File: src/rsq_div_pipe.sv
// ----------------------------------------------------------------------------
// rsq_div_pipe: pipelined restoring divider
// One quotient bit per stage, MSB first. Caller keeps num < den * 2^QUO_W.
// ----------------------------------------------------------------------------
module rsq_div_pipe #(
   parameter int DEN_W = 15,
   parameter int QUO_W = 17
) (
   input  logic                   clock,
   input  logic                   advance,
   input  logic [DEN_W-1:0]       den,
   input  logic [DEN_W+QUO_W-1:0] num,
   output logic [QUO_W-1:0]       quo
);
   localparam int NUM_W = DEN_W + QUO_W;

   logic [NUM_W-1:0] rem_ff [QUO_W];
   logic [NUM_W-1:0] rem_in [QUO_W];
   logic [QUO_W-1:0] quo_ff [QUO_W];
   logic [QUO_W-1:0] quo_in [QUO_W];

   always_comb begin
      logic [NUM_W-1:0] rem_prev;
      logic [QUO_W-1:0] quo_prev;
      logic [NUM_W-1:0] shifted;
      logic [NUM_W:0]   diff;
      for (int i = 0; i < QUO_W; i++) begin
         rem_prev = (i == 0) ? num : rem_ff[(i == 0) ? 0 : i - 1];
         quo_prev = (i == 0) ? '0 : quo_ff[(i == 0) ? 0 : i - 1];
         shifted  = NUM_W'(den) << (QUO_W - 1 - i);
         diff     = {1'b0, rem_prev} - {1'b0, shifted};
         if (!diff[NUM_W]) begin
            rem_in[i] = diff[NUM_W-1:0];
            quo_in[i] = quo_prev | (QUO_W'(1) << (QUO_W - 1 - i));
         end else begin
            rem_in[i] = rem_prev;
            quo_in[i] = quo_prev;
         end
      end
   end

   always_ff @(posedge clock) begin
      if (advance) begin
         rem_ff <= rem_in;
         quo_ff <= quo_in;
      end
   end

   assign quo = quo_ff[QUO_W-1];

endmodule

File: config.mk
export PLATFORM = sky130hd
export DESIGN_NAME = rsq_div_pipe
export DESIGN_NICKNAME = d
export VERILOG_FILES = /design/src/rsq_div_pipe.sv
export SDC_FILE = /design/constraint.sdc
export NUM_CORES = 1
export LEC_CHECK = 0
export ABC_AREA = 0
export BUFFER_PORTS_ARGS = -buffer_cell sky130_fd_sc_hd__buf_2
export CAP_MARGIN = 20
export CORE_ASPECT_RATIO = 0.9
export CORE_MARGIN = 1
export CORE_UTILIZATION = 45
export CTS_CLUSTER_SIZE = 25
export DETAILED_ROUTE_END_ITERATION = 16
export SYNTH_ARGS = -nofsm -noshare
export SYNTH_HDL_FRONTEND = slang
export SYNTH_SLANG_ARGS = --single-unit
File: constraint.sdc
create_clock -name clock -period 3.6 [get_ports clock]
set_input_delay 0 -clock clock [delete_from_list [all_inputs] [get_ports clock]]
set_output_delay 0 -clock clock [all_outputs]
set_load 0.01 [all_outputs]
==> impl_metrics.csv <==
group,metric,value,unit
clocking,clock-sinks,665,
global_route,busiest_layer,"met2",
cells_and_area,nFillCells,6939,
timing,maxSlewViolCount,0,
global_route,grt_first_pass_wirelength,141000,um
cells_and_area,final_nets,3714,
yosys,syn_nets,3530,
clocking,root_buffer,"clkbuf_16",
detailed_routing,vias_per_cell,5.68,
clocking,clk_latency,0.65,ns
yosys,syn_avg_cell_area,11.6,um^2
detailed_routing,postRouteAntennaNets,0,
timing,max_slew_margin,37.1,%
placed_design,dp.final_hpwl,64500,um
setup_path,crit_required,3.99,ns
yosys,syn_inst,3211,
global_route,grt_pass1_vias,25300,
hold_path,hold_depth,2,
yosys,synth_commonest_cells,"edfxtp_1, nor2_1, a21oi_1",
floorplan,die_width,306,um
detailed_routing,firstDrtPassIters,5,
setup_path,regToRegSetupSlack,0.21,ns
yosys,synth_edf_count,665,
detailed_routing,drt_wl_total,90600,um
global_route,use_met2,37.2,%
placed_design,gp_congestion,0.896,
detailed_routing,drt_drc_violations_left,0,
pwr,p_per_area,761,nW/um^2
yosys,synth_area,37300,um^2
global_route,grt_use_total,21.4,%
pwr,irDropWorstVdd,0.481,mV
yosys,async_flop_share,0,%
setup_path,cp-startpoint,"num[18]",
yosys,synth_largest_area_cell,"edfxtp_1",
setup_path,cp-end-kind,"register",
setup_path,cp_max_fo,9,
cells_and_area,areaGrowthSynthToFinish,13.9,%
setup_path,arrival,3.80,ns
clocking,clock_path_buffers,3,
outcome,status,"finished clean",
cells_and_area,fin_cells,4516,
global_route,grt_max_degree,103,
placed_design,port_buffers,65,
timing,setup_viol,0,
setup_path,ff2ff_path_depth,11,
yosys,synth.most_common_cell,"edfxtp_1",
detailed_routing,num_vias,25700,
timing,finalCriticalPeriod,3.41,ns
timing,finClkSkew,0.0460,ns
floorplan,coreArea,81600,um^2
setup_path,cp-start-kind,"primary input",
timing,fmax,0.294,GHz
yosys,yosysSeqAreaShare,53.5,%
setup_path,crit_end,"rem_ff[538]",
cells_and_area,drive_gt1_share,11.1,%
setup_path,regToRegStartpoint,"rem_ff[164]",
floorplan,row_count,99,
yosys,synthTopCellsByArea,"edfxtp_1, ha_1, xnor2_1",
timing,final.setup.tns,0,ns
placed_design,place_inst,4339,
floorplan,ios,66,
clocking,cts_tree,"built",
global_route,use_met3,2.86,%
detailed_routing,detail_route.wl_per_cell,20.1,um
floorplan,start_util,45.7,%
yosys,yosysTopAreaCellShare,53.5,%
detailed_routing,drtIter0Drc,1800,
floorplan,die_h,275,um
timing,rsz0062_at_grt,"false",
clocking,clk_pin_slew,0.06,ns
yosys,ys.warnings.count,0,
yosys,synthFlopType,"edfxtp_1",
timing,worstMarginPinSlew,0.941,ns
setup_path,r2r-end,"rem_ff[159]",
pwr,cellLeakagePower,15.9,nW
flow_run,drv_cap,0,
clocking,numCtsBuffers,74,
clocking,htreeDepth,3,
global_route,gr-usage-met1,27.1,%
timing,finalCritPeriodShare,94.6,%
setup_path,worstSetupPathType,"in -> reg",
yosys,ys_ff_latch,665,
global_route,antenna_found_initial,1,
clocking,post_cts_buffers,0,
hold_path,hold_path_class,"in -> reg",
yosys,ys_types,93,
floorplan,dieArea,84100,um^2
timing,hold_viol,0,
global_route,grt_overflow,0,
==> where the power goes <==
part | switching, mW | internal (mW)
combinational | 6.52 | 5.15
sequential | 1.38 | 11.1
clock | 3.31 | 4.86
==> per-stage QoR <==
stage / setup slack [ns] / power, mW / cell area [um^2] / utilization [%] / hold WS, ns
final: 0.193 / 32.3 / 42500 / 52.0 / 0.0606
after floorplan: 0.645 / 20.7 / 37300 / - / 0.0989
after CTS: 0.0272 / 32.5 / 42400 / 52.0 / 0.0127
after detailed placement: 0.154 / 24.1 / 39400 / 48.3 / 0.178
after global routing: 0.0238 / 34.3 / 42500 / 52.0 / 0.0354
after global placement: 0.264 / 23.8 / 39400 / 48.3 / 0.176
==> worst min-delay path by stage <==
stage | from | end
6_report | num[2] | rem_ff[514]
5_1_grt | num[3] | rem_ff[515]
4_1_cts | num[3] | rem_ff[515]
3_5_place_dp | num[2] | rem_ff[514]
3_3_place_gp | num[7] | rem_ff[519]
2_1_floorplan | num[0] | rem_ff[512]
==> per-layer routing <==
metal	vias up	routed length [um]
met5	-	0
met4	0	3070
met3	166	3400
met2	569	44500
met1	12400	39600
li1	12500	-
==> repair_timing <==
item / in CTS / in global routing
hold buffers: 39 / 0
endpoints found under the hold margin: 115 / 0
setup endpoints to repair: 0 / 5
gates resized for setup: 0 / 5
==> critical path, stage by stage <==
cell,delay (ns)
dlygate4sd3_1,0.55
buf_2,0.14
ha_1,0.31
nor2b_1,0.19
o31a_1,0.19
o41a_1,0.20
nor4_2,0.07
o41ai_2,0.64
a21oi_4,0.19
nand2_1,0.12
dlygate4sd3_1,0.55
o21ai_0,0.09
dlygate4sd3_1,0.57
==> kinds of logic after synthesis <==
kind of cell    after synthesis  share of synthesized area (%)
simple gates                910                           12.0
compound gates              817                           13.8
flops                       665                           53.5
xor+xnor                    294                           6.90
fa+ha+maj                   270                           9.38
buf+inv                     180                           2.07
mux                          75                           2.33
==> flip-flops by register name, indices dropped and copies added, names as in the netlist <==
| signal | cells |
|---|---|
| rem_ff | 512 |
| quo | 17 |
| quo_ff | 136 |
==> final cells by class <==
| type | count | area [um^2] | share of cell area (%) |
|---|---|---|---|
| clock inverter | 53 | 748 | 1.76 |
| sequential | 665 | 20000 | 47.0 |
| inverter | 103 | 387 | 0.910 |
| clock buffer | 83 | 1890 | 4.44 |
| timing repair buffer | 184 | 1510 | 3.56 |
| antenna | 1 | 2.50 | 0.00589 |
| tap | 1060 | 1330 | 3.12 |
| multi-input combinational | 2367 | 16700 | 39.2 |
==> cell usage in the layout, fill, tap and decap left out, types with 11 or more instances in the layout <==
master	Yosys	routed
inv_1	101	100
clkinv_2	0	14
and3_1	16	16
nor4_1	40	39
bufinv_16	0	14
buf_2	13	64
ha_1	254	254
nor2_1	272	272
nor3_1	69	69
nand3b_1	13	13
clkbuf_16	0	74
xor2_1	132	132
or3_1	28	28
buf_12	0	15
and2_1	14	14
edfxtp_1	665	665
mux2_2	62	62
o21a_1	48	48
a31oi_1	20	20
dlygate4sd3_1	0	39
buf_4	17	65
a21o_1	81	81
fa_1	16	16
nand4_1	17	17
nand2_1	210	210
or2_2	15	15
xnor2_1	162	162
nor2b_1	48	48
nand3_1	54	54
a211oi_1	22	22
a21oi_1	271	270
o21ai_0	200	199
nand2b_1	51	51
or4_1	17	17
a21boi_0	11	11
o21bai_1	22	21
o211ai_1	23	23
Power figures use the tool's default switching activity.
