==> src/rsq_pkg.sv <==
// ----------------------------------------------------------------------------
// rsq_pkg: shared types and constants for the rotated sprite quad setup
// Request/response payloads, internal vertex records, register codes and the
// quarter-wave sine generator used to build the rotation table.
// ----------------------------------------------------------------------------
package rsq_pkg;

   localparam int unsigned CFG_W = 14;

   // register indexes
   localparam logic [1:0] CSR_VIEWPORT_WIDTH  = 2'd0;
   localparam logic [1:0] CSR_VIEWPORT_HEIGHT = 2'd1;
   localparam logic [1:0] CSR_TEXTURE_WIDTH   = 2'd2;
   localparam logic [1:0] CSR_TEXTURE_HEIGHT  = 2'd3;

   localparam logic [CFG_W-1:0] VIEWPORT_WIDTH_RST  = 14'd1920;
   localparam logic [CFG_W-1:0] VIEWPORT_HEIGHT_RST = 14'd1080;
   localparam logic [CFG_W-1:0] TEXTURE_WIDTH_RST   = 14'd256;
   localparam logic [CFG_W-1:0] TEXTURE_HEIGHT_RST  = 14'd256;

   // corner codes: bit 0 selects right, bit 1 selects bottom
   localparam logic [1:0] CORNER_TL = 2'd0;
   localparam logic [1:0] CORNER_TR = 2'd1;
   localparam logic [1:0] CORNER_BL = 2'd2;
   localparam logic [1:0] CORNER_BR = 2'd3;

   // divider shape: numerator < divisor * 2^QUO_W
   localparam int unsigned DEN_W = 15;
   localparam int unsigned QUO_W = 17;
   localparam int unsigned NUM_W = DEN_W + QUO_W;

   localparam logic [63:0] HALF_PI_Q30 = 64'd1686629713;
   localparam logic [63:0] ONE_Q14     = 64'd16384;

   typedef struct packed {
      logic signed [15:0] dest_x;
      logic signed [15:0] dest_y;
      logic [15:0]        dest_width;
      logic [15:0]        dest_height;
      logic [31:0]        color_rgba;
      logic [15:0]        rotation;
      logic [15:0]        src_x;
      logic [15:0]        src_y;
      logic [15:0]        src_width;
      logic [15:0]        src_height;
   } req_type;

   typedef struct packed {
      logic signed [15:0] vertex_x;
      logic signed [15:0] vertex_y;
      logic [31:0]        vertex_color;
      logic [15:0]        tex_u;
      logic [15:0]        tex_v;
      logic               last_vertex;
   } rsp_type;

   // effective (never zero) register values
   typedef struct packed {
      logic [CFG_W-1:0] vw;
      logic [CFG_W-1:0] vh;
      logic [CFG_W-1:0] tw;
      logic [CFG_W-1:0] th;
   } cfg_type;

   typedef struct packed {
      logic       valid;
      req_type    sprite;
      logic [1:0] corner;
      logic       last;
   } vtx_type;

   typedef struct packed {
      logic             valid;
      logic [NUM_W-1:0] num_x;
      logic [NUM_W-1:0] num_y;
      logic [NUM_W-1:0] num_u;
      logic [NUM_W-1:0] num_v;
      logic [31:0]      color;
      logic             last;
   } num_type;

   // sin(k/Q * pi/2) in Q1.14, Q = 2^qbits; Taylor series to x^15 in Q30
   function automatic logic [63:0] quarter_sine(input int unsigned k,
                                                input int unsigned qbits);
      logic [63:0] x;
      logic [63:0] x2;
      logic [63:0] sum;
      logic [63:0] term;
      logic [63:0] r;
      x    = (64'(k) * HALF_PI_Q30) >> qbits;
      x2   = (x * x) >> 30;
      sum  = x;
      term = x;
      term = ((term * x2) >> 30) / 64'd6;
      sum  = sum - term;
      term = ((term * x2) >> 30) / 64'd20;
      sum  = sum + term;
      term = ((term * x2) >> 30) / 64'd42;
      sum  = sum - term;
      term = ((term * x2) >> 30) / 64'd72;
      sum  = sum + term;
      term = ((term * x2) >> 30) / 64'd110;
      sum  = sum - term;
      term = ((term * x2) >> 30) / 64'd156;
      sum  = sum + term;
      term = ((term * x2) >> 30) / 64'd210;
      sum  = sum - term;
      r    = (sum + 64'd32768) >> 16;
      if (r > ONE_Q14) r = ONE_Q14;
      return r;
   endfunction

endpackage

==> src/rsq_expand.sv <==
// ----------------------------------------------------------------------------
// rsq_expand: sprite to vertex sequencer
// Holds one sprite and issues its six vertices TL, TR, BL, BL, TR, BR.
// ----------------------------------------------------------------------------
module rsq_expand (
   input  logic             clock,
   input  logic             reset,
   input  logic             advance,
   input  logic             req_valid,
   output logic             req_stall,
   input  rsq_pkg::req_type req_data,
   output rsq_pkg::vtx_type vtx
);
   import rsq_pkg::*;

   localparam logic [2:0] LAST_SLOT = 3'd5;

   logic       busy_ff, busy_in;
   logic [2:0] slot_ff, slot_in;
   req_type    sprite_ff, sprite_in;
   logic       take;

   // a new sprite enters as the last vertex of the current one leaves
   assign req_stall = !(advance && (!busy_ff || slot_ff == LAST_SLOT));
   assign take      = req_valid && !req_stall;

   always_comb begin
      busy_in   = busy_ff;
      slot_in   = slot_ff;
      sprite_in = sprite_ff;
      if (take) begin
         busy_in   = 1'b1;
         slot_in   = 3'd0;
         sprite_in = req_data;
      end else if (advance && busy_ff) begin
         if (slot_ff == LAST_SLOT) begin
            busy_in = 1'b0;
         end else begin
            slot_in = slot_ff + 3'd1;
         end
      end
   end

   always_ff @(posedge clock) begin
      if (reset) begin
         busy_ff <= 1'b0;
         slot_ff <= 3'd0;
      end else begin
         busy_ff <= busy_in;
         slot_ff <= slot_in;
      end
      sprite_ff <= sprite_in;
   end

   always_comb begin
      vtx.valid  = busy_ff;
      vtx.sprite = sprite_ff;
      vtx.last   = (slot_ff == LAST_SLOT);
      unique case (slot_ff)
         3'd0:    vtx.corner = CORNER_TL;
         3'd1:    vtx.corner = CORNER_TR;
         3'd2:    vtx.corner = CORNER_BL;
         3'd3:    vtx.corner = CORNER_BL;
         3'd4:    vtx.corner = CORNER_TR;
         3'd5:    vtx.corner = CORNER_BR;
         default: vtx.corner = CORNER_TL;
      endcase
   end

endmodule

==> config.mk <==
export PLATFORM = sky130hd
export DESIGN_NAME = rsq_expand
export DESIGN_NICKNAME = d
export VERILOG_FILES = /design/src/rsq_pkg.sv /design/src/rsq_expand.sv
export SDC_FILE = /design/constraint.sdc
export NUM_CORES = 1
export LEC_CHECK = 0
export ABC_AREA = 1
export BUFFER_PORTS_ARGS = -buffer_cell sky130_fd_sc_hd__buf_2
export CORE_AREA = 2 2 142 144
export CTS_CLUSTER_DIAMETER = 40
export DETAILED_ROUTE_END_ITERATION = 6
export DIE_AREA = 0 0 144 146
export PLACE_DENSITY = 0.58
export SLEW_MARGIN = 20
export SYNTH_ARGS = -nofsm -noshare
export SYNTH_HDL_FRONTEND = slang
export SYNTH_SLANG_ARGS = --single-unit
==> constraint.sdc <==
create_clock -name clock -period 11.2 [get_ports clock]
set_input_delay 1.12 -clock clock [delete_from_list [all_inputs] [get_ports clock]]
set_output_delay 1.12 -clock clock [all_outputs]
set_load 0.005 [all_outputs]
==> impl_metrics.prom <==
# TYPE chip_impl_metric gauge
chip_impl_metric{name="seq_power_share",unit=""} 0.523
chip_impl_metric{name="design.die.area",unit="um^2"} 21000
chip_impl_metric{name="setup_violations",unit=""} 0
chip_impl_metric{name="cts_setup_buffers",unit=""} 0
chip_impl_info{name="cts_root_buffer",value="sky130_fd_sc_hd__clkbuf_16"} 1
chip_impl_metric{name="core-area",unit="um^2"} 19300
chip_impl_metric{name="post_drt_via_cell_ratio",unit=""} 3.99
chip_impl_metric{name="synth.yosys.seq_area_share",unit=""} 0.957
chip_impl_metric{name="grt_remaining_overflow",unit=""} 0
chip_impl_metric{name="cts_made_buffers",unit=""} 17
chip_impl_metric{name="grt_pass1_vias",unit=""} 3678
chip_impl_metric{name="num_rows",unit=""} 51
chip_impl_metric{name="drc",unit=""} 0
chip_impl_metric{name="arrival",unit="ps"} 2960
chip_impl_metric{name="placed_wire_length_estimate",unit="mm"} 10.9
chip_impl_metric{name="finalWeightedCongestion",unit=""} 0.761
chip_impl_metric{name="synth.top_cell.area_share",unit=""} 0.943
chip_impl_info{name="ys_top_cells_by_count",value="sky130_fd_sc_hd__edfxtp_1, sky130_fd_sc_hd__inv_1, sky130_fd_sc_hd__nand2_1, sky130_fd_sc_hd__ha_1, sky130_fd_sc_hd__dfxtp_1"} 1
chip_impl_metric{name="final_max_slew_viol_count",unit=""} 0
chip_impl_metric{name="internal_power",unit="mW"} 1.19
chip_impl_metric{name="port-buffer-count",unit=""} 360
chip_impl_info{name="worstReg2RegStart",value="slot_ff[1]$_SDFFE_PP0P_"} 1
chip_impl_metric{name="num_vias",unit=""} 3510
chip_impl_info{name="hold_path_end",value="busy_ff$_SDFFE_PP0P_"} 1
chip_impl_metric{name="mappedNetlistNets",unit=""} 406
chip_impl_info{name="ys_dominant_reg_cell",value="sky130_fd_sc_hd__edfxtp_1"} 1
chip_impl_metric{name="syn_area",unit="um^2"} 5610
chip_impl_metric{name="number_of_warning_messages_in_the_yosys_log",unit=""} 0
chip_impl_metric{name="layout_min_cycle_time",unit="ps"} 2920
chip_impl_metric{name="synth-edff-count",unit=""} 176
chip_impl_metric{name="die_w",unit="um"} 144
chip_impl_metric{name="comb_power_share",unit=""} 0.054
chip_impl_metric{name="drive_above_1_share",unit=""} 0.655
chip_impl_metric{name="sinks_on_the_clock_net",unit=""} 180
chip_impl_metric{name="worst-r2r-setup-slack",unit="ps"} 8280
chip_impl_metric{name="sw_frac_of_total",unit=""} 0.202
chip_impl_metric{name="finalNetCount",unit=""} 785
chip_impl_metric{name="hold_violations",unit=""} 0
chip_impl_metric{name="htreeDepth",unit=""} 4
chip_impl_metric{name="route.antenna.remaining_nets",unit=""} 0
chip_impl_metric{name="clock_tree_skew_after_final_layout",unit="ps"} 6.81
chip_impl_metric{name="ctsHoldBuffers",unit=""} 0
chip_impl_metric{name="worst_slew_margin_rel",unit=""} 0.356
chip_impl_info{name="critPathCaptureType",value="register"} 1
chip_impl_metric{name="static-leakage-power",unit="nW"} 3.57
chip_impl_metric{name="final_min_period_over_clock_period",unit=""} 0.261
chip_impl_metric{name="postCtsResizedCells",unit=""} 0
chip_impl_metric{name="crit_required",unit="ps"} 11240
chip_impl_metric{name="aggregate_routed_wire_length",unit="mm"} 14.4
chip_impl_info{name="outcome",value="completed"} 1
chip_impl_info{name="crit-reg2reg-capture",value="vtx[86]$_DFFE_PP_"} 1
chip_impl_metric{name="grt.total_usage",unit=""} 0.133
chip_impl_info{name="critical_path_class",value="register to register"} 1
chip_impl_metric{name="chip_height",unit="um"} 146
chip_impl_metric{name="insertion_delay",unit="ps"} 410
chip_impl_metric{name="drt_iter0_drc",unit=""} 177
chip_impl_metric{name="syn-mean-instance-area",unit="um^2"} 25.4
chip_impl_metric{name="clk_pin_slew",unit="ps"} 70
chip_impl_metric{name="number_of_instances_in_the_synthesized_netlist",unit=""} 221
chip_impl_metric{name="regArea",unit="um^2"} 5370
chip_impl_metric{name="setup_tns",unit="ps"} 0
chip_impl_metric{name="first_pass_grt_wire_length",unit="mm"} 20.6
chip_impl_metric{name="cap_violations",unit=""} 0
chip_impl_metric{name="worst_slew_pin_slew",unit="ps"} 966
chip_impl_metric{name="synth_cell_types",unit=""} 16
chip_impl_info{name="cp-start-kind",value="register"} 1
chip_impl_metric{name="initial_core_util",unit=""} 0.290
chip_impl_metric{name="ir_drop",unit="uV"} 101
chip_impl_metric{name="boundary_pin_count",unit=""} 361
chip_impl_info{name="worstHoldStart",value="busy_ff$_SDFFE_PP0P_"} 1
chip_impl_metric{name="wire_per_inst",unit="um"} 16.4
chip_impl_metric{name="synthesis_stage_register_bit_count",unit=""} 180
chip_impl_metric{name="flow.area_growth_from_synthesis",unit="%"} 49.4
chip_impl_metric{name="number_of_search_and_repair_iterations_in_the_first_detailed_routing_pass",unit=""} 4
chip_impl_info{name="tritoncts",value="built"} 1
chip_impl_metric{name="antenna_found_initial",unit=""} 3
chip_impl_metric{name="final_util",unit=""} 0.433
chip_impl_info{name="min-delay-path-class",value="register to register"} 1
chip_impl_metric{name="powerDensity",unit="nW/um^2"} 178
chip_impl_info{name="synth_area_leaders",value="sky130_fd_sc_hd__edfxtp_1, sky130_fd_sc_hd__dfxtp_1, sky130_fd_sc_hd__ha_1, sky130_fd_sc_hd__inv_1, sky130_fd_sc_hd__nand2_1"} 1
chip_impl_metric{name="worst_r2r_path_depth",unit=""} 7
chip_impl_metric{name="clockBufferDepth",unit=""} 2
chip_impl_metric{name="p_sw",unit="uW"} 302
chip_impl_metric{name="power.total",unit="mW"} 1.49
chip_impl_info{name="synth.most_common_cell",value="sky130_fd_sc_hd__edfxtp_1"} 1
chip_impl_metric{name="area_of_combinational_cells_with_multiple_inputs",unit="um^2"} 191
chip_impl_metric{name="number_of_cells_traversed_by_the_worst_hold_path",unit=""} 2
chip_impl_metric{name="asyncSetResetFlopFracSynth",unit=""} 0
chip_impl_info{name="synth_largest_area_cell",value="sky130_fd_sc_hd__edfxtp_1"} 1
chip_impl_metric{name="critPathMaxFanout",unit=""} 98
chip_impl_metric{name="grt_start_max_net_pins",unit=""} 99
chip_impl_metric{name="max_freq",unit="MHz"} 342
chip_impl_metric{name="clock_share_of_power",unit=""} 0.423
chip_impl_metric{name="layout.filler_cells",unit=""} 1728
chip_impl_info{name="grt_setup_unrepaired",value="false"} 1
[through the flow]
stage	setup WS (ps)	area [um^2]	hold WS [ps]	std cells
2_1_floorplan	6040	5610	485	221
3_3_place_gp	7920	7740	497	846
3_5_place_dp	7770	7740	514	846
4_1_cts	8160	8370	525	877
5_1_grt	7970	8370	555	877
6_report	8280	8380	521	880
[state kept, by name, indices dropped and copies added, names as in the netlist]
signal,count
busy_ff,1
vtx,176
slot_ff,3
[critical path, stage by stage (launching register included)]
cell and delay (ps):
sky130_fd_sc_hd__dfxtp_1 350, sky130_fd_sc_hd__inv_1 100, sky130_fd_sc_hd__ha_1 230, sky130_fd_sc_hd__nand2_4 100, sky130_fd_sc_hd__nand2_2 90, sky130_fd_sc_hd__nand3_2 130
sky130_fd_sc_hd__inv_6 620, sky130_fd_sc_hd__buf_4 890
[metal layers]
metal,vias up,GRT usage,routed length (um)
li1,1618,-,-
met1,1669,0.139,5180
met2,200,0.229,7420
met3,23,0.0625,1480
met4,0,0.0515,323
met5,-,0,0
[cell usage in the layout, fill, tap and decap left out]
cell type                    count
sky130_fd_sc_hd__a21o_2          1
sky130_fd_sc_hd__a21oi_1         2
sky130_fd_sc_hd__buf_2         360
sky130_fd_sc_hd__buf_4           1
sky130_fd_sc_hd__bufinv_16       4
sky130_fd_sc_hd__clkbuf_1        1
sky130_fd_sc_hd__clkbuf_16      17
sky130_fd_sc_hd__clkinv_2        1
sky130_fd_sc_hd__clkinv_4        3
sky130_fd_sc_hd__clkinvlp_4      1
sky130_fd_sc_hd__dfxtp_1         4
sky130_fd_sc_hd__diode_2         3
sky130_fd_sc_hd__edfxtp_1      176
sky130_fd_sc_hd__ha_1            5
sky130_fd_sc_hd__inv_1           9
sky130_fd_sc_hd__inv_2           1
sky130_fd_sc_hd__inv_6           4
sky130_fd_sc_hd__inv_8           1
sky130_fd_sc_hd__nand2_1         9
sky130_fd_sc_hd__nand2_2         3
sky130_fd_sc_hd__nand2_4         1
sky130_fd_sc_hd__nand3_1         3
sky130_fd_sc_hd__nand3_2         1
sky130_fd_sc_hd__nor2_1          1
sky130_fd_sc_hd__nor2_2          2
sky130_fd_sc_hd__o21ai_0         1
[layout make-up]
class | instances | share of cell area
repair buffers | 361 | 0.216
clock buffers | 18 | 0.0512
diodes | 3 | 0.000896
flip-flops and latches | 180 | 0.640
clock inverters | 13 | 0.0235
inverters | 11 | 0.00553
well taps | 265 | 0.0396
multi-input cells | 29 | 0.0229
[power by group through the flow]
stage,clock network [mW],registers [mW],logic (mW)
detailed placement,0,0.797,0.0826
finish,0.632,0.782,0.0803
global route,0.681,0.785,0.0890
floorplan,0,0.806,0.0132
global placement,0,0.796,0.0807
CTS,0.653,0.783,0.0827
[cell families (layout without fill, tap and decap cells)]
family	count (synthesis)	count (layout)	share of synthesized area
compound gates	4	4	0.00424
fa+ha+maj	5	5	0.0112
buf+inv	12	403	0.00871
flops	180	180	0.957
other cells	0	3	0
simple gates	20	20	0.0187
[worst max-delay path by stage]
stage | slack [ps] | endpoint | start | depth (start not counted)
after floorplan | 6040 | vtx[100]$_DFFE_PP_ | req_valid | 2
after global placement | 7920 | vtx[60]$_DFFE_PP_ | advance | 4
after detailed placement | 7770 | vtx[10]$_DFFE_PP_ | advance | 4
after CTS | 8160 | vtx[125]$_DFFE_PP_ | slot_ff[1]$_SDFFE_PP0P_ | 7
after global routing | 7970 | vtx[158]$_DFFE_PP_ | slot_ff[1]$_SDFFE_PP0P_ | 7
final | 8280 | vtx[86]$_DFFE_PP_ | slot_ff[1]$_SDFFE_PP0P_ | 7
No activity file was read; power rests on OpenSTA's default activity.
