$ cat src/rsq_pkg.sv
// ----------------------------------------------------------------------------
// rsq_pkg: shared types and constants for the rotated sprite quad setup
// Request/response payloads, internal vertex records, register codes and the
// quarter-wave sine generator used to build the rotation table.
// ----------------------------------------------------------------------------
package rsq_pkg;

   localparam int unsigned CFG_W = 14;

   // register indexes
   localparam logic [1:0] CSR_VIEWPORT_WIDTH  = 2'd0;
   localparam logic [1:0] CSR_VIEWPORT_HEIGHT = 2'd1;
   localparam logic [1:0] CSR_TEXTURE_WIDTH   = 2'd2;
   localparam logic [1:0] CSR_TEXTURE_HEIGHT  = 2'd3;

   localparam logic [CFG_W-1:0] VIEWPORT_WIDTH_RST  = 14'd1920;
   localparam logic [CFG_W-1:0] VIEWPORT_HEIGHT_RST = 14'd1080;
   localparam logic [CFG_W-1:0] TEXTURE_WIDTH_RST   = 14'd256;
   localparam logic [CFG_W-1:0] TEXTURE_HEIGHT_RST  = 14'd256;

   // corner codes: bit 0 selects right, bit 1 selects bottom
   localparam logic [1:0] CORNER_TL = 2'd0;
   localparam logic [1:0] CORNER_TR = 2'd1;
   localparam logic [1:0] CORNER_BL = 2'd2;
   localparam logic [1:0] CORNER_BR = 2'd3;

   // divider shape: numerator < divisor * 2^QUO_W
   localparam int unsigned DEN_W = 15;
   localparam int unsigned QUO_W = 17;
   localparam int unsigned NUM_W = DEN_W + QUO_W;

   localparam logic [63:0] HALF_PI_Q30 = 64'd1686629713;
   localparam logic [63:0] ONE_Q14     = 64'd16384;

   typedef struct packed {
      logic signed [15:0] dest_x;
      logic signed [15:0] dest_y;
      logic [15:0]        dest_width;
      logic [15:0]        dest_height;
      logic [31:0]        color_rgba;
      logic [15:0]        rotation;
      logic [15:0]        src_x;
      logic [15:0]        src_y;
      logic [15:0]        src_width;
      logic [15:0]        src_height;
   } req_type;

   typedef struct packed {
      logic signed [15:0] vertex_x;
      logic signed [15:0] vertex_y;
      logic [31:0]        vertex_color;
      logic [15:0]        tex_u;
      logic [15:0]        tex_v;
      logic               last_vertex;
   } rsp_type;

   // effective (never zero) register values
   typedef struct packed {
      logic [CFG_W-1:0] vw;
      logic [CFG_W-1:0] vh;
      logic [CFG_W-1:0] tw;
      logic [CFG_W-1:0] th;
   } cfg_type;

   typedef struct packed {
      logic       valid;
      req_type    sprite;
      logic [1:0] corner;
      logic       last;
   } vtx_type;

   typedef struct packed {
      logic             valid;
      logic [NUM_W-1:0] num_x;
      logic [NUM_W-1:0] num_y;
      logic [NUM_W-1:0] num_u;
      logic [NUM_W-1:0] num_v;
      logic [31:0]      color;
      logic             last;
   } num_type;

   // sin(k/Q * pi/2) in Q1.14, Q = 2^qbits; Taylor series to x^15 in Q30
   function automatic logic [63:0] quarter_sine(input int unsigned k,
                                                input int unsigned qbits);
      logic [63:0] x;
      logic [63:0] x2;
      logic [63:0] sum;
      logic [63:0] term;
      logic [63:0] r;
      x    = (64'(k) * HALF_PI_Q30) >> qbits;
      x2   = (x * x) >> 30;
      sum  = x;
      term = x;
      term = ((term * x2) >> 30) / 64'd6;
      sum  = sum - term;
      term = ((term * x2) >> 30) / 64'd20;
      sum  = sum + term;
      term = ((term * x2) >> 30) / 64'd42;
      sum  = sum - term;
      term = ((term * x2) >> 30) / 64'd72;
      sum  = sum + term;
      term = ((term * x2) >> 30) / 64'd110;
      sum  = sum - term;
      term = ((term * x2) >> 30) / 64'd156;
      sum  = sum + term;
      term = ((term * x2) >> 30) / 64'd210;
      sum  = sum - term;
      r    = (sum + 64'd32768) >> 16;
      if (r > ONE_Q14) r = ONE_Q14;
      return r;
   endfunction

endpackage

$ cat src/rsq_geom.sv
// ----------------------------------------------------------------------------
// rsq_geom: rotation and numerator setup, five stages
// Table lookup, products, corner sums, rounding bias and saturation clamp,
// leaving non-negative numerators for the dividers.
// ----------------------------------------------------------------------------
module rsq_geom #(
   parameter int SINE_TABLE_BITS = 10,
   parameter int OUT_FRAC_BITS   = 14
) (
   input  logic             clock,
   input  logic             reset,
   input  logic             advance,
   input  rsq_pkg::cfg_type cfg,
   input  rsq_pkg::vtx_type vtx_in,
   output rsq_pkg::num_type num_out
);
   import rsq_pkg::*;

   localparam int QBITS     = SINE_TABLE_BITS - 2;
   localparam int QN        = 1 << QBITS;
   localparam int IDX_W     = QBITS + 1;
   localparam int PH_W      = SINE_TABLE_BITS;
   localparam int RND_SHIFT = 16 - SINE_TABLE_BITS;
   localparam int SCALE_SH  = OUT_FRAC_BITS + 1;

   // quarter-wave table, 0..QN-1; the end point sin(pi/2) stands apart
   localparam logic [14:0] SINE_PEAK = 15'(quarter_sine(QN, QBITS));

   logic [14:0] sine_lut [QN];
   for (genvar k = 0; k < QN; k++) begin : g_lut
      assign sine_lut[k] = 15'(quarter_sine(k, QBITS));
   end

   // ---- stage 1: sine/cosine, centre and offsets
   logic               s1_valid_ff;
   logic signed [15:0] s1_sin_ff, s1_cos_ff;
   logic signed [17:0] s1_cx2_ff, s1_cy2_ff;
   logic signed [16:0] s1_ox_ff, s1_oy_ff;
   logic [16:0]        s1_su_ff, s1_sv_ff;
   logic [31:0]        s1_color_ff;
   logic               s1_last_ff;

   logic [16:0]        rot_sum;
   logic [PH_W-1:0]    phase [2];
   logic signed [15:0] trig [2];
   logic signed [16:0] dwz, dhz;

   always_comb begin
      logic [1:0]       quad;
      logic [QBITS-1:0] rem;
      logic [IDX_W-1:0] idx;
      logic [14:0]      mag;
      rot_sum  = {1'b0, vtx_in.sprite.rotation} + 17'(1 << (RND_SHIFT - 1));
      phase[0] = PH_W'(rot_sum >> RND_SHIFT);
      phase[1] = phase[0] + PH_W'(QN);
      for (int i = 0; i < 2; i++) begin
         quad    = phase[i][PH_W-1 -: 2];
         rem     = phase[i][QBITS-1:0];
         idx     = quad[0] ? (IDX_W'(QN) - {1'b0, rem}) : {1'b0, rem};
         mag     = idx[QBITS] ? SINE_PEAK : sine_lut[idx[QBITS-1:0]];
         trig[i] = quad[1] ? -signed'({1'b0, mag}) : signed'({1'b0, mag});
      end
      dwz = signed'({1'b0, vtx_in.sprite.dest_width});
      dhz = signed'({1'b0, vtx_in.sprite.dest_height});
   end

   always_ff @(posedge clock) begin
      if (reset) begin
         s1_valid_ff <= 1'b0;
      end else if (advance) begin
         s1_valid_ff <= vtx_in.valid;
      end
      if (advance) begin
         s1_sin_ff   <= trig[0];
         s1_cos_ff   <= trig[1];
         s1_cx2_ff   <= (18'(vtx_in.sprite.dest_x) <<< 1) + 18'(dwz);
         s1_cy2_ff   <= (18'(vtx_in.sprite.dest_y) <<< 1) + 18'(dhz);
         s1_ox_ff    <= vtx_in.corner[0] ? dwz : -dwz;
         s1_oy_ff    <= vtx_in.corner[1] ? dhz : -dhz;
         s1_su_ff    <= vtx_in.corner[0] ?
                        ({1'b0, vtx_in.sprite.src_x} + {1'b0, vtx_in.sprite.src_width}) :
                        {1'b0, vtx_in.sprite.src_x};
         s1_sv_ff    <= vtx_in.corner[1] ?
                        ({1'b0, vtx_in.sprite.src_y} + {1'b0, vtx_in.sprite.src_height}) :
                        {1'b0, vtx_in.sprite.src_y};
         s1_color_ff <= vtx_in.sprite.color_rgba;
         s1_last_ff  <= vtx_in.last;
      end
   end

   // ---- stage 2: rotation products
   logic               s2_valid_ff;
   logic signed [32:0] s2_cox_ff, s2_soy_ff, s2_sox_ff, s2_coy_ff;
   logic signed [17:0] s2_cx2_ff, s2_cy2_ff;
   logic [16:0]        s2_su_ff, s2_sv_ff;
   logic [31:0]        s2_color_ff;
   logic               s2_last_ff;
   logic signed [32:0] p_cox, p_soy, p_sox, p_coy;

   always_comb begin
      p_cox = s1_cos_ff * s1_ox_ff;
      p_soy = s1_sin_ff * s1_oy_ff;
      p_sox = s1_sin_ff * s1_ox_ff;
      p_coy = s1_cos_ff * s1_oy_ff;
   end

   always_ff @(posedge clock) begin
      if (reset) begin
         s2_valid_ff <= 1'b0;
      end else if (advance) begin
         s2_valid_ff <= s1_valid_ff;
      end
      if (advance) begin
         s2_cox_ff   <= p_cox;
         s2_soy_ff   <= p_soy;
         s2_sox_ff   <= p_sox;
         s2_coy_ff   <= p_coy;
         s2_cx2_ff   <= s1_cx2_ff;
         s2_cy2_ff   <= s1_cy2_ff;
         s2_su_ff    <= s1_su_ff;
         s2_sv_ff    <= s1_sv_ff;
         s2_color_ff <= s1_color_ff;
         s2_last_ff  <= s1_last_ff;
      end
   end

   // ---- stage 3: corner position (doubled pixels, Q14), UV numerators
   logic               s3_valid_ff;
   logic signed [34:0] s3_px_ff, s3_py_ff;
   logic [32:0]        s3_au_ff, s3_av_ff;
   logic [31:0]        s3_color_ff;
   logic               s3_last_ff;

   always_ff @(posedge clock) begin
      if (reset) begin
         s3_valid_ff <= 1'b0;
      end else if (advance) begin
         s3_valid_ff <= s2_valid_ff;
      end
      if (advance) begin
         s3_px_ff    <= (35'(s2_cx2_ff) <<< 14) + 35'(s2_cox_ff) - 35'(s2_soy_ff);
         s3_py_ff    <= (35'(s2_cy2_ff) <<< 14) + 35'(s2_sox_ff) + 35'(s2_coy_ff);
         s3_au_ff    <= (33'(s2_su_ff) << SCALE_SH) + 33'(cfg.tw);
         s3_av_ff    <= (33'(s2_sv_ff) << SCALE_SH) + 33'(cfg.th);
         s3_color_ff <= s2_color_ff;
         s3_last_ff  <= s2_last_ff;
      end
   end

   // ---- stage 4: NDC numerator with half-divisor bias, floor by 2^15
   logic               s4_valid_ff;
   logic signed [36:0] s4_nx_ff, s4_ny_ff;
   logic [NUM_W-1:0]   s4_nu_ff, s4_nv_ff;
   logic [31:0]        s4_color_ff;
   logic               s4_last_ff;
   logic signed [51:0] vw14, vh14, ax, ay;
   logic [32:0]        lim_u, lim_v;

   always_comb begin
      vw14  = 52'(signed'({1'b0, cfg.vw})) <<< 14;
      vh14  = 52'(signed'({1'b0, cfg.vh})) <<< 14;
      ax    = ((52'(s3_px_ff) - vw14) <<< SCALE_SH) + vw14;
      ay    = ((vh14 - 52'(s3_py_ff)) <<< SCALE_SH) + vh14;
      // UV divides by 2*size; clamp keeps the quotient within 16 bits
      lim_u = 33'(cfg.tw) << 17;
      lim_v = 33'(cfg.th) << 17;
   end

   always_ff @(posedge clock) begin
      if (reset) begin
         s4_valid_ff <= 1'b0;
      end else if (advance) begin
         s4_valid_ff <= s3_valid_ff;
      end
      if (advance) begin
         s4_nx_ff    <= 37'(ax >>> 15);
         s4_ny_ff    <= 37'(ay >>> 15);
         s4_nu_ff    <= NUM_W'((s3_au_ff >= lim_u) ? (lim_u - 33'd1) : s3_au_ff);
         s4_nv_ff    <= NUM_W'((s3_av_ff >= lim_v) ? (lim_v - 33'd1) : s3_av_ff);
         s4_color_ff <= s3_color_ff;
         s4_last_ff  <= s3_last_ff;
      end
   end

   // ---- stage 5: clamp to +-size*2^16 and offset to non-negative
   num_type            s5_ff;
   logic signed [36:0] lim_x, lim_y, cx, cy;

   always_comb begin
      lim_x = 37'(signed'({1'b0, cfg.vw})) <<< 16;
      lim_y = 37'(signed'({1'b0, cfg.vh})) <<< 16;
      priority if (s4_nx_ff < -lim_x)       cx = -lim_x;
      else if (s4_nx_ff > lim_x - 37'sd1)   cx = lim_x - 37'sd1;
      else                                  cx = s4_nx_ff;
      priority if (s4_ny_ff < -lim_y)       cy = -lim_y;
      else if (s4_ny_ff > lim_y - 37'sd1)   cy = lim_y - 37'sd1;
      else                                  cy = s4_ny_ff;
   end

   always_ff @(posedge clock) begin
      if (reset) begin
         s5_ff.valid <= 1'b0;
      end else if (advance) begin
         s5_ff.valid <= s4_valid_ff;
      end
      if (advance) begin
         s5_ff.num_x <= NUM_W'(cx + lim_x);
         s5_ff.num_y <= NUM_W'(cy + lim_y);
         s5_ff.num_u <= s4_nu_ff;
         s5_ff.num_v <= s4_nv_ff;
         s5_ff.color <= s4_color_ff;
         s5_ff.last  <= s4_last_ff;
      end
   end

   assign num_out = s5_ff;

`ifndef NO_ASSERTIONS
   a_num_x_range: assert property (@(posedge clock) disable iff (reset)
      s5_ff.valid |-> (s5_ff.num_x < (NUM_W'(cfg.vw) << QUO_W)))
      else $error("x numerator exceeds divider range");
   a_num_u_range: assert property (@(posedge clock) disable iff (reset)
      s5_ff.valid |-> (s5_ff.num_u < (NUM_W'(cfg.tw) << (QUO_W + 1))))
      else $error("u numerator exceeds divider range");
`endif

endmodule

$ cat config.mk
export PLATFORM = sky130hd
export DESIGN_NAME = rsq_geom
export DESIGN_NICKNAME = d
export VERILOG_FILES = /design/src/rsq_pkg.sv /design/src/rsq_geom.sv
export SDC_FILE = /design/constraint.sdc
export NUM_CORES = 2
export LEC_CHECK = 0
export BUFFER_PORTS_ARGS = -buffer_cell sky130_fd_sc_hd__buf_2
export CELL_PAD_IN_SITES_DETAIL_PLACEMENT = 1
export CELL_PAD_IN_SITES_GLOBAL_PLACEMENT = 1
export CORE_ASPECT_RATIO = 1.75
export CORE_MARGIN = 10
export CORE_UTILIZATION = 55
export DETAILED_ROUTE_END_ITERATION = 10
export PLACE_DENSITY_LB_ADDON = 0.1
export SLEW_MARGIN = 20
export SYNTH_ARGS = -nofsm -noshare
export SYNTH_HDL_FRONTEND = slang
export SYNTH_SLANG_ARGS = --single-unit
$ cat constraint.sdc
create_clock -name clock -period 16.1 [get_ports clock]
set_input_delay 3.22 -clock clock [delete_from_list [all_inputs] [get_ports clock]]
set_output_delay 3.22 -clock clock [all_outputs]
set_load 0.01 [all_outputs]
==> results.py <==
metrics = {
    "sta": {
        "max_freq_ghz": 0.0985,
        "hold_viol_final": 0,
        "clock_skew_ps": 41.8,
        "maxSlewViolCount": 0,
        "maxSlewHeadroom": 0.138,
        "setup_tns_ps": 0,
        "tightest_slew_ps": 1290,
        "finalSetupViolations": 0,
        "rsz0062_at_grt": "no",
        "period_minus_slack_ps": 10150,
        "final_min_period_over_clock_period": 0.630,
    },
    "finish": {
        "post-route-util": 0.595,
        "area_growth_pct": 7.49,
        "nets": 12044,
        "drive_above_1_share": 0.0879,
    },
    "yosys": {
        "ys_ff_latch": 904,
        "synth_top_area_share": 0.279,
        "yosysWarnings": 0,
        "ys.flop_type": "edfxtp_1",
        "synth_xor_area_frac": 0.0446,
        "synth_edf_count": 899,
        "synthesis.area_sq_um": 96700,
        "synth_cells": 9694,
        "synth.avg_cell_area_sq_um": 9.97,
        "yosysTopAreaCell": "edfxtp_1",
        "synthTopCellsByArea": "edfxtp_1 28%, fa_1 24%, ha_1 9.4%, inv_1 6.2%, nand2_1 3.5%",
        "synth-seq-area-share": 0.280,
        "synthTopCellsByCount": "1596 x inv_1, 1153 x fa_1, 899 x edfxtp_1",
        "synthSimpleGateAreaFrac": 0.136,
        "yosysUniqueCellTypes": 130,
        "async_reset_ff_frac": 0,
        "yosys.area_share.adder": 0.333,
        "synth_top_family_by_area": "adder cells",
        "synth_compound_area_frac": 0.116,
        "synth.most_common_cell": "inv_1",
        "synth_mux_area_frac": 0.00681,
        "synthesis.nets": 11815,
    },
    "die": {
        "die_y_microns": 575,
        "die_x_microns": 337,
        "rows": 203,
        "initial_utilization": 0.553,
        "ios": 401,
        "dieArea_sq_um": 194000,
        "core_sq_um": 175000,
    },
    "drt": {
        "antenna_left": 0,
        "remaining_drc_errors": 0,
        "routed_wl_microns": 350000,
        "routed_via_density": 6.21,
        "dr.pass1.iters": 6,
        "dr.first_iter.drc_count": 4882,
        "vias": 76149,
        "wl_per_cell_microns": 28.5,
    },
    "placement": {
        "hpwl_microns": 268000,
        "port_buffers": 395,
        "gp_congestion": 0.975,
    },
    "critical_path": {
        "critPathSlowestCell": "a311oi_1",
        "startpoint": "vtx_in[73]",
        "timing.rr.start": "s1_cos_ff[15]$_SDFFCE_PP0P_",
        "reg2regPathDepth": 21,
        "worstPathRequired_ps": 16560,
        "reg2reg_to": "s2_coy_ff[32]$_DFFE_PP_",
        "worstPathMaxFanout": 38,
        "slowest_delay_ps": 830,
        "crit_chain": "buf_2 -> ha_1 -> buf_4 -> clkinv_1 -> buf_4 -> ha_1 -> inv_1 -> o21ai_1 -> o21a_1 -> nor2_1 -> buf_4 -> inv_2 -> nand2_1 -> a311oi_1 -> a211oi_1 -> a2111oi_2 -> a311oi_2 -> inv_1 -> ha_1 -> inv_1 -> a2111oi_4 -> a41oi_1 -> xor2_1",
        "worstSetupPathType": "input port to register",
        "r2r_setup_slack_ps": 7970,
        "startpoint_type": "input port",
        "critical_path_arrival_ps": 10600,
        "crit_path_end_kind": "register",
    },
    "clock_tree": {
        "worst_skew_pair.late_latency_ps": 730,
        "clockRootBuffer": "clkbuf_16",
        "cts_resized": 0,
        "cts_buffer_depth": 3,
        "clkTransAtPathRegs_ps": 70,
        "cts_made_buffers": 88,
        "clkSinkCount": 904,
        "cts_max_level": 3,
        "cts_hold_buffers": 0,
        "post_cts.repair.setup_buffers": 0,
        "cts_tree": "yes",
    },
    "global_route": {
        "first_global_vias": 87930,
        "grt.overflow.total": 0,
        "grt_max_degree": 201,
        "grt_pass1_wl_microns": 528000,
        "antenna_found_initial": 14,
        "grt.total_usage": 0.361,
    },
    "worst_hold_path": {
        "min-delay-start": "s4_nv_ff[18]$_DFFE_PP_",
        "whs_path_depth": 0,
        "hold_class": "register to register",
        "min_to": "num_out[51]$_DFFE_PP_",
    },
    "job": {
        "max_cap_violations": 0,
    },
    "status": {
        "status": "complete, no violations",
    },
}
[flip-flops by register name, summed over array words and instances, names as in the netlist, 18 cells and up]
signal / flops
num_out: 162
s1_color_ff: 32
s1_cx2_ff: 18
s1_cy2_ff: 18
s2_color_ff: 32
s2_cox_ff: 33
s2_coy_ff: 33
s2_cx2_ff: 18
s2_cy2_ff: 18
s2_sox_ff: 33
s2_soy_ff: 33
s3_au_ff: 31
s3_av_ff: 31
s3_color_ff: 32
s3_px_ff: 35
s3_py_ff: 35
s4_color_ff: 32
s4_nu_ff: 32
s4_nv_ff: 32
s4_nx_ff: 37
s4_ny_ff: 37
[critical path, delay by kind of cell]
kind                     cells  cell delay [ps]
adder cells (fa/ha/maj)      3             1110
XOR/XNOR                     1              180
AND/OR/NAND/NOR              2              280
AO/OA/AOI/OAI                8             3410
buffers and inverters        9             2330
[final cells by class]
| class | count | area (sq um) |
|---|---|---|
| Clock buffer | 102 | 2310 |
| Inverter | 1607 | 6040 |
| Clock inverter | 63 | 659 |
| Sequential cell | 904 | 27100 |
| Tap cell | 2255 | 2820 |
| Fill cell | 19249 | 70800 |
| Antenna cell | 7 | 17.5 |
| Timing Repair Buffer | 561 | 3280 |
| Multi-Input combinational cell | 6761 | 61700 |
[cell families (layout without fill, tap and decap cells)]
logic type / Yosys count / in the layout
xor+xnor: 487 / 487
fa+ha+maj: 1882 / 1882
flops: 904 / 904
compound gates: 1671 / 1671
simple gates: 2660 / 2660
other cells: 0 / 7
buf+inv: 2029 / 2333
mux: 61 / 61
[routing by layer]
layer	routed length, microns	up-vias	track usage	share of wire
li1	-	32737	-	-
met1	111000	38869	0.348	0.32
met2	184000	3087	0.663	0.53
met3	17900	1444	0.0529	0.051
met4	36200	12	0.311	0.10
met5	80	-	0	0.00023
[through the flow]
step,setup slack (ps),instance area (sq um),instances,hold slack [ps]
finish,5950,104000,12260,410
floorplan,6650,96700,9694,400
global route,5490,104000,12257,421
global placement,5610,101000,12085,400
CTS,6070,104000,12250,414
detailed placement,5450,101000,12085,405
[how the worst max path moves through the flow]
stage | end | slack, ps | cells after the start
final | s1_cos_ff[10]$_DFFE_PP_ | 5950 | 23
after detailed placement | num_out[159]$_DFFE_PP_ | 5450 | 30
after global routing | num_out[159]$_DFFE_PP_ | 5490 | 30
after floorplan | num_out[159]$_DFFE_PP_ | 6650 | 30
after global placement | s1_cos_ff[10]$_DFFE_PP_ | 5610 | 23
after CTS | num_out[159]$_DFFE_PP_ | 6070 | 30
[cell usage in the layout (no fill, tap or decap), drive strengths merged, types with 33 or more instances in the layout]
master | Yosys | routed
o21a | 71 | 71
o211ai | 74 | 74
nor2b | 48 | 48
a21boi | 33 | 33
o31ai | 36 | 36
xnor2 | 361 | 361
buf | 144 | 560
clkbuf | 278 | 103
nor4 | 45 | 45
nand3 | 148 | 148
nor3 | 211 | 211
and2 | 478 | 478
fa | 1153 | 1153
mux2i | 36 | 36
nand4 | 51 | 51
ha | 729 | 729
nor2 | 489 | 489
a31oi | 91 | 91
o21bai | 41 | 41
o21ai | 351 | 351
and3 | 49 | 49
xor2 | 125 | 125
clkinv | 6 | 45
a21o | 125 | 125
a21oi | 429 | 429
a211oi | 89 | 89
edfxtp | 899 | 899
nand2b | 108 | 108
nand2 | 900 | 900
inv | 1601 | 1606
Power is not shown: default switching activity piles up to over one toggle a cycle in this logic, so the estimate is an artifact.
